`config.mk`:
```
export PLATFORM = sky130hd
export DESIGN_NAME = signed_int_to_decimal_ascii
export DESIGN_NICKNAME = d
export VERILOG_FILES = /design/src/rtl/sidc_pkg.sv /design/src/rtl/sidc_cell.sv /design/src/rtl/sidc_chain.sv /design/src/rtl/signed_int_to_decimal_ascii.sv
export SDC_FILE = /design/constraint.sdc
export NUM_CORES = 1
export LEC_CHECK = 0
export BUFFER_PORTS_ARGS = -buffer_cell sky130_fd_sc_hd__buf_4
export CORE_UTILIZATION = 60
export DETAILED_ROUTE_END_ITERATION = 16
export GPL_TIMING_DRIVEN = 0
export HOLD_SLACK_MARGIN = 0.15
export PLACE_DENSITY = 0.8
export SETUP_SLACK_MARGIN = 0.15
export SYNTH_ARGS = -nofsm -noshare
export SYNTH_HDL_FRONTEND = slang
export SYNTH_SLANG_ARGS = --single-unit
```
`constraint.sdc`:
```
create_clock -name clk_i -period 2.7 [get_ports clk_i]
set_input_delay 0.405 -clock clk_i [delete_from_list [all_inputs] [get_ports clk_i]]
set_output_delay 0.405 -clock clk_i [all_outputs]
set_load 0.005 [all_outputs]
```
`src/rtl/sidc_pkg.sv`:
```
`timescale 1ns / 1ps
// ----------------------------------------------------------------------------
// sidc_pkg
// Types, constants and width helpers for the signed-integer-to-decimal block.
// ----------------------------------------------------------------------------
package sidc_pkg;

  localparam logic [7:0] CharZero  = 8'h30;
  localparam logic [7:0] CharMinus = 8'h2D;
  localparam int unsigned CharWidth = 8;

  typedef enum logic [2:0] {
    ST_IDLE,
    ST_CONV,
    ST_SKIP,
    ST_SIGN,
    ST_DIGIT
  } sidc_state_e;

  typedef struct packed {
    logic clear;
    logic conv;
    logic shift;
  } sidc_ctrl_t;

  // decimal digits of the largest magnitude, 2^(w-1)
  function automatic int num_digits(input int w);
    logic [64:0] m;
    int          n;
    m = 65'd1 << (w - 1);
    n = 0;
    do begin
      m = m / 10;
      n = n + 1;
    end while (m != '0);
    return n;
  endfunction

endpackage

```
`src/rtl/sidc_cell.sv`:
```
`timescale 1ns / 1ps
// ----------------------------------------------------------------------------
// sidc_cell
// One BCD digit: shift-and-add-3 step during conversion, digit move on output.
// ----------------------------------------------------------------------------
module sidc_cell (
  input  logic                 clk_i,
  input  logic                 rst_ni,
  input  sidc_pkg::sidc_ctrl_t ctrl_i,
  input  logic                 bit_i,
  input  logic [3:0]           digit_i,
  output logic                 carry_o,
  output logic [3:0]           digit_o
);
  import sidc_pkg::*;

  logic [3:0] digit_q, digit_d, adj;

  assign adj     = (digit_q >= 4'd5) ? digit_q + 4'd3 : digit_q;
  assign carry_o = adj[3];
  assign digit_o = digit_q;

  always_comb begin
    priority if (ctrl_i.clear) begin
      digit_d = '0;
    end else if (ctrl_i.conv) begin
      digit_d = {adj[2:0], bit_i};
    end else if (ctrl_i.shift) begin
      digit_d = digit_i;
    end else begin
      digit_d = digit_q;
    end
  end

  always_ff @(posedge clk_i or negedge rst_ni) begin
    if (!rst_ni) begin
      digit_q <= '0;
    end else begin
      digit_q <= digit_d;
    end
  end

endmodule

```
`src/rtl/sidc_chain.sv`:
```
`timescale 1ns / 1ps
// ----------------------------------------------------------------------------
// sidc_chain
// Row of BCD digit cells, least significant cell first.
// ----------------------------------------------------------------------------
module sidc_chain #(
  parameter int NumDigits = 10
) (
  input  logic                 clk_i,
  input  logic                 rst_ni,
  input  sidc_pkg::sidc_ctrl_t ctrl_i,
  input  logic                 bit_i,
  output logic [3:0]           top_digit_o
);
  import sidc_pkg::*;

  logic [NumDigits-1:0] carry;
  logic [3:0]           digit [NumDigits];

  assign carry[0] = bit_i;

  for (genvar k = 0; k < NumDigits; k++) begin : g_cell
    if (k == 0) begin : g_first
      if (NumDigits > 1) begin : g_link
        sidc_cell u_cell (
          .clk_i  (clk_i),
          .rst_ni (rst_ni),
          .ctrl_i (ctrl_i),
          .bit_i  (carry[0]),
          .digit_i(4'd0),
          .carry_o(carry[1]),
          .digit_o(digit[0])
        );
      end else begin : g_only
        sidc_cell u_cell (
          .clk_i  (clk_i),
          .rst_ni (rst_ni),
          .ctrl_i (ctrl_i),
          .bit_i  (carry[0]),
          .digit_i(4'd0),
          .carry_o(),
          .digit_o(digit[0])
        );
      end
    end else if (k == NumDigits - 1) begin : g_last
      sidc_cell u_cell (
        .clk_i  (clk_i),
        .rst_ni (rst_ni),
        .ctrl_i (ctrl_i),
        .bit_i  (carry[k]),
        .digit_i(digit[k-1]),
        .carry_o(),
        .digit_o(digit[k])
      );
    end else begin : g_mid
      sidc_cell u_cell (
        .clk_i  (clk_i),
        .rst_ni (rst_ni),
        .ctrl_i (ctrl_i),
        .bit_i  (carry[k]),
        .digit_i(digit[k-1]),
        .carry_o(carry[k+1]),
        .digit_o(digit[k])
      );
    end
  end

  assign top_digit_o = digit[NumDigits-1];

endmodule

```
`src/rtl/signed_int_to_decimal_ascii.sv`:
```
`timescale 1ns / 1ps
// ----------------------------------------------------------------------------
// signed_int_to_decimal_ascii
// Signed integer in, decimal ASCII text out, one character per item.
// ----------------------------------------------------------------------------
//  channel  | dir | tdata                      | tlast
//  s_axis   | in  | value (VALUE_WIDTH, signed) | -
//  m_axis   | out | character (8)              | last character of a number
//
//  An item's time grows with VALUE_WIDTH and with N, the digit count of
//  2^(VALUE_WIDTH-1); a minus sign adds one more character, and the item
//  also waits for as long as m_axis stalls.
//  The bit-serial shift-and-add-3 pass through the digit cell row sets the
//  conversion time, one input bit per cycle; leading zeros drop one per cycle.
//  Reset clears the state machine; a stalled m_axis holds its character.
//  s_axis is ready only between numbers.
// ----------------------------------------------------------------------------
module signed_int_to_decimal_ascii #(
  parameter int VALUE_WIDTH = 32
) (
  input  logic                      clk_i,
  input  logic                      rst_ni,
  input  logic                      s_axis_tvalid,
  output logic                      s_axis_tready,
  // [VALUE_WIDTH-1:0] value, zero fill above
  input  logic [((VALUE_WIDTH+7)/8)*8-1:0] s_axis_tdata,
  output logic                      m_axis_tvalid,
  input  logic                      m_axis_tready,
  // [7:0] character
  output logic [7:0]                m_axis_tdata,
  output logic                      m_axis_tlast
);
  import sidc_pkg::*;

  localparam int NumDigits = num_digits(VALUE_WIDTH);
  localparam int BitCntW   = (VALUE_WIDTH > 1) ? $clog2(VALUE_WIDTH) : 1;
  localparam int RemW      = $clog2(NumDigits + 1);

  sidc_state_e               state_q, state_d;
  logic [VALUE_WIDTH-1:0]    mag_q, mag_d;
  logic [BitCntW-1:0]        bit_cnt_q, bit_cnt_d;
  logic [RemW-1:0]           rem_q, rem_d;
  logic                      neg_q, neg_d;
  logic signed [VALUE_WIDTH-1:0] value;
  logic                      in_fire, out_fire;
  logic [3:0]                top_digit;
  sidc_ctrl_t                ctrl;

  assign value    = s_axis_tdata[VALUE_WIDTH-1:0];
  assign in_fire  = s_axis_tvalid && s_axis_tready;
  assign out_fire = m_axis_tvalid && m_axis_tready;

  always_comb begin
    state_d = state_q;
    unique case (state_q)
      ST_IDLE:  if (in_fire) state_d = ST_CONV;
      ST_CONV:  if (bit_cnt_q == '0) state_d = ST_SKIP;
      ST_SKIP: begin
        if (!(top_digit == 4'd0 && rem_q > RemW'(1))) begin
          state_d = neg_q ? ST_SIGN : ST_DIGIT;
        end
      end
      ST_SIGN:  if (out_fire) state_d = ST_DIGIT;
      ST_DIGIT: if (out_fire && rem_q == RemW'(1)) state_d = ST_IDLE;
      default:  state_d = ST_IDLE;
    endcase
  end

  always_comb begin
    s_axis_tready = 1'b0;
    m_axis_tvalid = 1'b0;
    m_axis_tdata  = CharZero + {4'd0, top_digit};
    m_axis_tlast  = 1'b0;
    ctrl          = '0;
    mag_d         = mag_q;
    bit_cnt_d     = bit_cnt_q;
    rem_d         = rem_q;
    neg_d         = neg_q;
    unique case (state_q)
      ST_IDLE: begin
        s_axis_tready = 1'b1;
        if (in_fire) begin
          ctrl.clear = 1'b1;
          neg_d      = value[VALUE_WIDTH-1];
          mag_d      = value[VALUE_WIDTH-1] ? (~value + 1'b1) : value;
          bit_cnt_d  = BitCntW'(VALUE_WIDTH - 1);
          rem_d      = RemW'(NumDigits);
        end
      end
      ST_CONV: begin
        ctrl.conv = 1'b1;
        mag_d     = mag_q << 1;
        bit_cnt_d = bit_cnt_q - 1'b1;
      end
      ST_SKIP: begin
        if (top_digit == 4'd0 && rem_q > RemW'(1)) begin
          ctrl.shift = 1'b1;
          rem_d      = rem_q - 1'b1;
        end
      end
      ST_SIGN: begin
        m_axis_tvalid = 1'b1;
        m_axis_tdata  = CharMinus;
      end
      ST_DIGIT: begin
        m_axis_tvalid = 1'b1;
        m_axis_tlast  = (rem_q == RemW'(1));
        if (out_fire) begin
          ctrl.shift = 1'b1;
          rem_d      = rem_q - 1'b1;
        end
      end
      default: ;
    endcase
  end

  always_ff @(posedge clk_i or negedge rst_ni) begin
    if (!rst_ni) begin
      state_q   <= ST_IDLE;
      bit_cnt_q <= '0;
      rem_q     <= '0;
      neg_q     <= 1'b0;
    end else begin
      state_q   <= state_d;
      bit_cnt_q <= bit_cnt_d;
      rem_q     <= rem_d;
      neg_q     <= neg_d;
    end
  end

  always_ff @(posedge clk_i) begin
    mag_q <= mag_d;
  end

  sidc_chain #(
    .NumDigits(NumDigits)
  ) u_chain (
    .clk_i      (clk_i),
    .rst_ni     (rst_ni),
    .ctrl_i     (ctrl),
    .bit_i      (mag_q[VALUE_WIDTH-1]),
    .top_digit_o(top_digit)
  );

endmodule

```
==> impl_metrics.env <==
export IMPL_relSlewSlack_pct=51.1
export IMPL_start_util_pct=62.0
export IMPL_synth_area_mm2=0.00543
export IMPL_yosys_area_share_simple_pct=15.8
export IMPL_worstPathArrival_ns=2.58
export IMPL_ys_warn_count=0
export IMPL_synth_edf_count=32
export IMPL_finalHoldViolations=0
export IMPL_pwr_density_cell_mw_per_mm2=1130
export IMPL_antenna_cells=0
export IMPL_grt_use_total_pct=29.2
export IMPL_postRouteAntennaNets=0
export IMPL_wl_per_cell_um=17.1
export IMPL_synth_top_family_by_area="compound AO/OA/AOI/OAI gates"
export IMPL_dieHeight_um=97.2
export IMPL_grt_pass1_vias=4642
export IMPL_cp_end_kind="register"
export IMPL_cp_max_fo=10
export IMPL_synth_mux_area_share_pct=1.13
export IMPL_die_area_mm2=0.00944
export IMPL_io_buffers=43
export IMPL_cts_sinks=85
export IMPL_layout_cells_non_filler=771
export IMPL_worstHoldStart="s_axis_tvalid"
export IMPL_worstSetupPathType="reg -> reg"
export IMPL_place_area_mm2=0.00589
export IMPL_p_leak_nw=2.54
export IMPL_whs_endpoint="rem_q[3]"
export IMPL_required_ns=2.92
export IMPL_power_w=0.00686
export IMPL_drive_gt1_share_pct=12.2
export IMPL_setup_worst_path_start="rem_q[1]"
export IMPL_fin_crit_sh_pct=87.2
export IMPL_antenna_found_initial=0
export IMPL_start_kind="register"
export IMPL_drtIter0Drc=380
export IMPL_path_clk_slew_ns=0.09
export IMPL_reg2reg_slack_ns=0.35
export IMPL_finalSetupViolations=0
export IMPL_via_per_inst=6.25
export IMPL_grt_pass1_wl_um=22300
export IMPL_slew_viol_final=0
export IMPL_min_period_ns=2.35
export IMPL_r2r_end="u_chain.g_cell[9].g_last.u_cell.digit_o[1]"
export IMPL_via_count=4817
export IMPL_cts_buffer_depth=2
export IMPL_gp_congestion=0.854
export IMPL_grt_max_degree=54
export IMPL_post_cts_buffers=0
export IMPL_rows=34
export IMPL_dp_cells=753
export IMPL_hold_path_depth=3
export IMPL_dieWidth_um=97.2
export IMPL_dr_pass1_iters=5
export IMPL_yosys_area_share_adder_pct=5.99
export IMPL_worst_r2r_cell_count=7
export IMPL_fin_worst_skew_ns=0.0154
export IMPL_status="complete, no violations"
export IMPL_synth_compound_area_share_pct=22.8
export IMPL_max_slew_worst_pin_slew_ns=0.724
export IMPL_postSynthCellCount=601
export IMPL_htreeDepth=3
export IMPL_clk_latency_ns=0.36
export IMPL_num_fill_cells=708
export IMPL_drc=0
export IMPL_seq_area_frac_synth_pct=42.1
export IMPL_fin_area_mm2=0.00609
export IMPL_overflow=0
export IMPL_area_growth_pct=12.0
export IMPL_hold_class="in -> reg"
export IMPL_cts_tree="yes"
export IMPL_design_core_area_mm2=0.00876
export IMPL_finalWirelength_um=13200
export IMPL_drv_cap=0
export IMPL_synth_main_ff_cell="dfrtp_1"
export IMPL_reg2reg_from="rem_q[1]"
export IMPL_cts_buffers=9
export IMPL_fmax_mhz=425
export IMPL_ys_seq_elements=85
export IMPL_ys_async_sr_fraction_pct=62.4
export IMPL_nets=720
export IMPL_dp_hpwl_um=9330
export IMPL_avgSynthCellArea_um2=9.04
export IMPL_rsz0062_at_grt="no"
export IMPL_synth_cell_types=52
export IMPL_synthXorXnorAreaFrac_pct=7.09
export IMPL_cts_root_buf="clkbuf_8"
export IMPL_ir_drop_mv=0.424
export IMPL_ioPinCount=47
cells in the final DEF, fill, tap and decap left out, drive strengths merged, types with 3 or more instances in the layout:
master,Yosys,final
o21ai,71,71
buf,12,55
nand2,54,54
dfrtp,53,53
a21oi,52,52
nor2,47,47
clkbuf,23,35
edfxtp,32,32
xor2,31,31
inv,31,30
ha,26,26
nand2b,23,23
a221oi,21,21
nor3,15,15
xnor2,13,13
o31ai,13,13
o211ai,8,8
a32oi,8,8
nor4,8,8
o41ai,6,6
a21o,6,6
nand4,5,5
mux2i,5,5
or4,5,5
nor3b,4,4
nand3,4,4
clkinvlp,0,3
and3,3,3
conb,2,3
clkinv,0,3
power breakdown:
group / internal [W] / leakage [nW] / switching [W]
combinational: 0.00135 / 1.48 / 0.00214
clock: 0.000333 / 0.0780 / 0.000454
sequential: 0.00210 / 0.983 / 0.000486
total: 0.00379 / 2.54 / 0.00308
cells in the mapped netlist, drive strengths merged (2+ instances only):
cell	number	area, µm²
o211ai	8	60.1
nand2b	23	144
xnor2	13	114
or4	5	45.0
and3	3	18.8
and2	2	13.8
a21o	6	45.0
a32oi	8	70.1
nor2b	2	12.5
conb	2	7.51
clkbuf	23	86.3
dfrtp	53	1330
edfxtp	32	961
nor4	8	71.3
nor3b	4	30.0
nand4	5	31.3
o41ai	6	52.6
nor3	15	75.1
a211oi	2	15.0
inv	31	116
mux2i	5	50.1
nand2	54	203
nor2	47	176
a221oi	21	184
or2	2	12.5
ha	26	325
nand3	4	20.0
a21oi	52	260
buf	12	62.6
xor2	31	272
o31ai	13	111
o21ai	71	355
kinds of logic (layout without fill, tap and decap cells):
kind of cell,count (synthesis),count (layout)
buffers and inverters,66,127
other,2,3
AND/OR/NAND/NOR,175,175
adder cells (fa/ha/maj),26,26
XOR/XNOR,44,44
multiplexers,6,6
AO/OA/AOI/OAI,197,197
flip-flops,85,85
worst max path at each step:
stage	end	slack [ns]	cells after the start
after floorplan	mag_q[0]	0.59	5
after global placement	mag_q[24]	-0.10	4
after detailed placement	mag_q[24]	-0.14	4
after CTS	mag_q[5]	0.23	4
after global routing	u_chain.g_cell[1].g_mid.u_cell.digit_o[3]	0.17	7
final	u_chain.g_cell[9].g_last.u_cell.digit_o[1]	0.35	7
layer usage:
metal	vias up	wire length, µm	GRT usage [%]
met1	2305	5590	37.4
li1	2290	-	-
met5	-	0	0
met3	33	810	3.88
met2	189	6480	49.2
met4	0	296	13.8
timing repair:
| item | CTS | global route |
|---|---|---|
| hold endpoints to repair | 53 | 0 |
| pin swaps | 0 | 0 |
| hold buffers | 1 | 0 |
| endpoints found under the setup margin | 32 | 40 |
| gates resized for setup | 3 | 9 |
| gates cloned | 1 | 0 |
through the flow:
stage | TNS [ns] | utilization, % | setup WS, ns | hold slack, ns
final | 0 | 69.4 | 0.346 | 0.320
after CTS | 0 | 69.3 | 0.227 | 0.313
after global routing | 0 | 69.4 | 0.168 | 0.333
after floorplan | 0 | - | 0.592 | 0.109
after detailed placement | -4.34 | 67.3 | -0.138 | 0.494
after global placement | -3.17 | 67.3 | -0.101 | 0.435
layout make-up:
cell class	instances	area, µm²	share of cell area [%]
timing repair buffer	44	333	5.47
sequential	85	2290	37.6
tap	108	135	2.22
buffer	35	155	2.55
clock buffer	12	135	2.22
inverter	31	120	1.97
multi-input combinational	451	2890	47.5
clock inverter	4	25.0	0.411
timing repair inverter	1	7.51	0.123
state kept, by name, indices dropped and copies added, names as in the netlist:
register and flops:
rem_q 4, state_q 3, bit_cnt_q 5, u_chain.g_cell.g_mid.u_cell.digit_o 32, u_chain.g_cell.g_first.g_link.u_cell.digit_o 4, mag_q 32
neg_q 1, u_chain.g_cell.g_last.u_cell.digit_o 4
worst max-delay path, cell delays in order (launching register included):
cell and delay [ns]:
dfrtp_1 0.41, inv_1 0.08, ha_1 0.19, nor2_1 0.06, o311a_1 0.37, a21boi_2 0.44, clkbuf_1 0.51, a21oi_1 0.16
(Power assumes the default switching activity.)
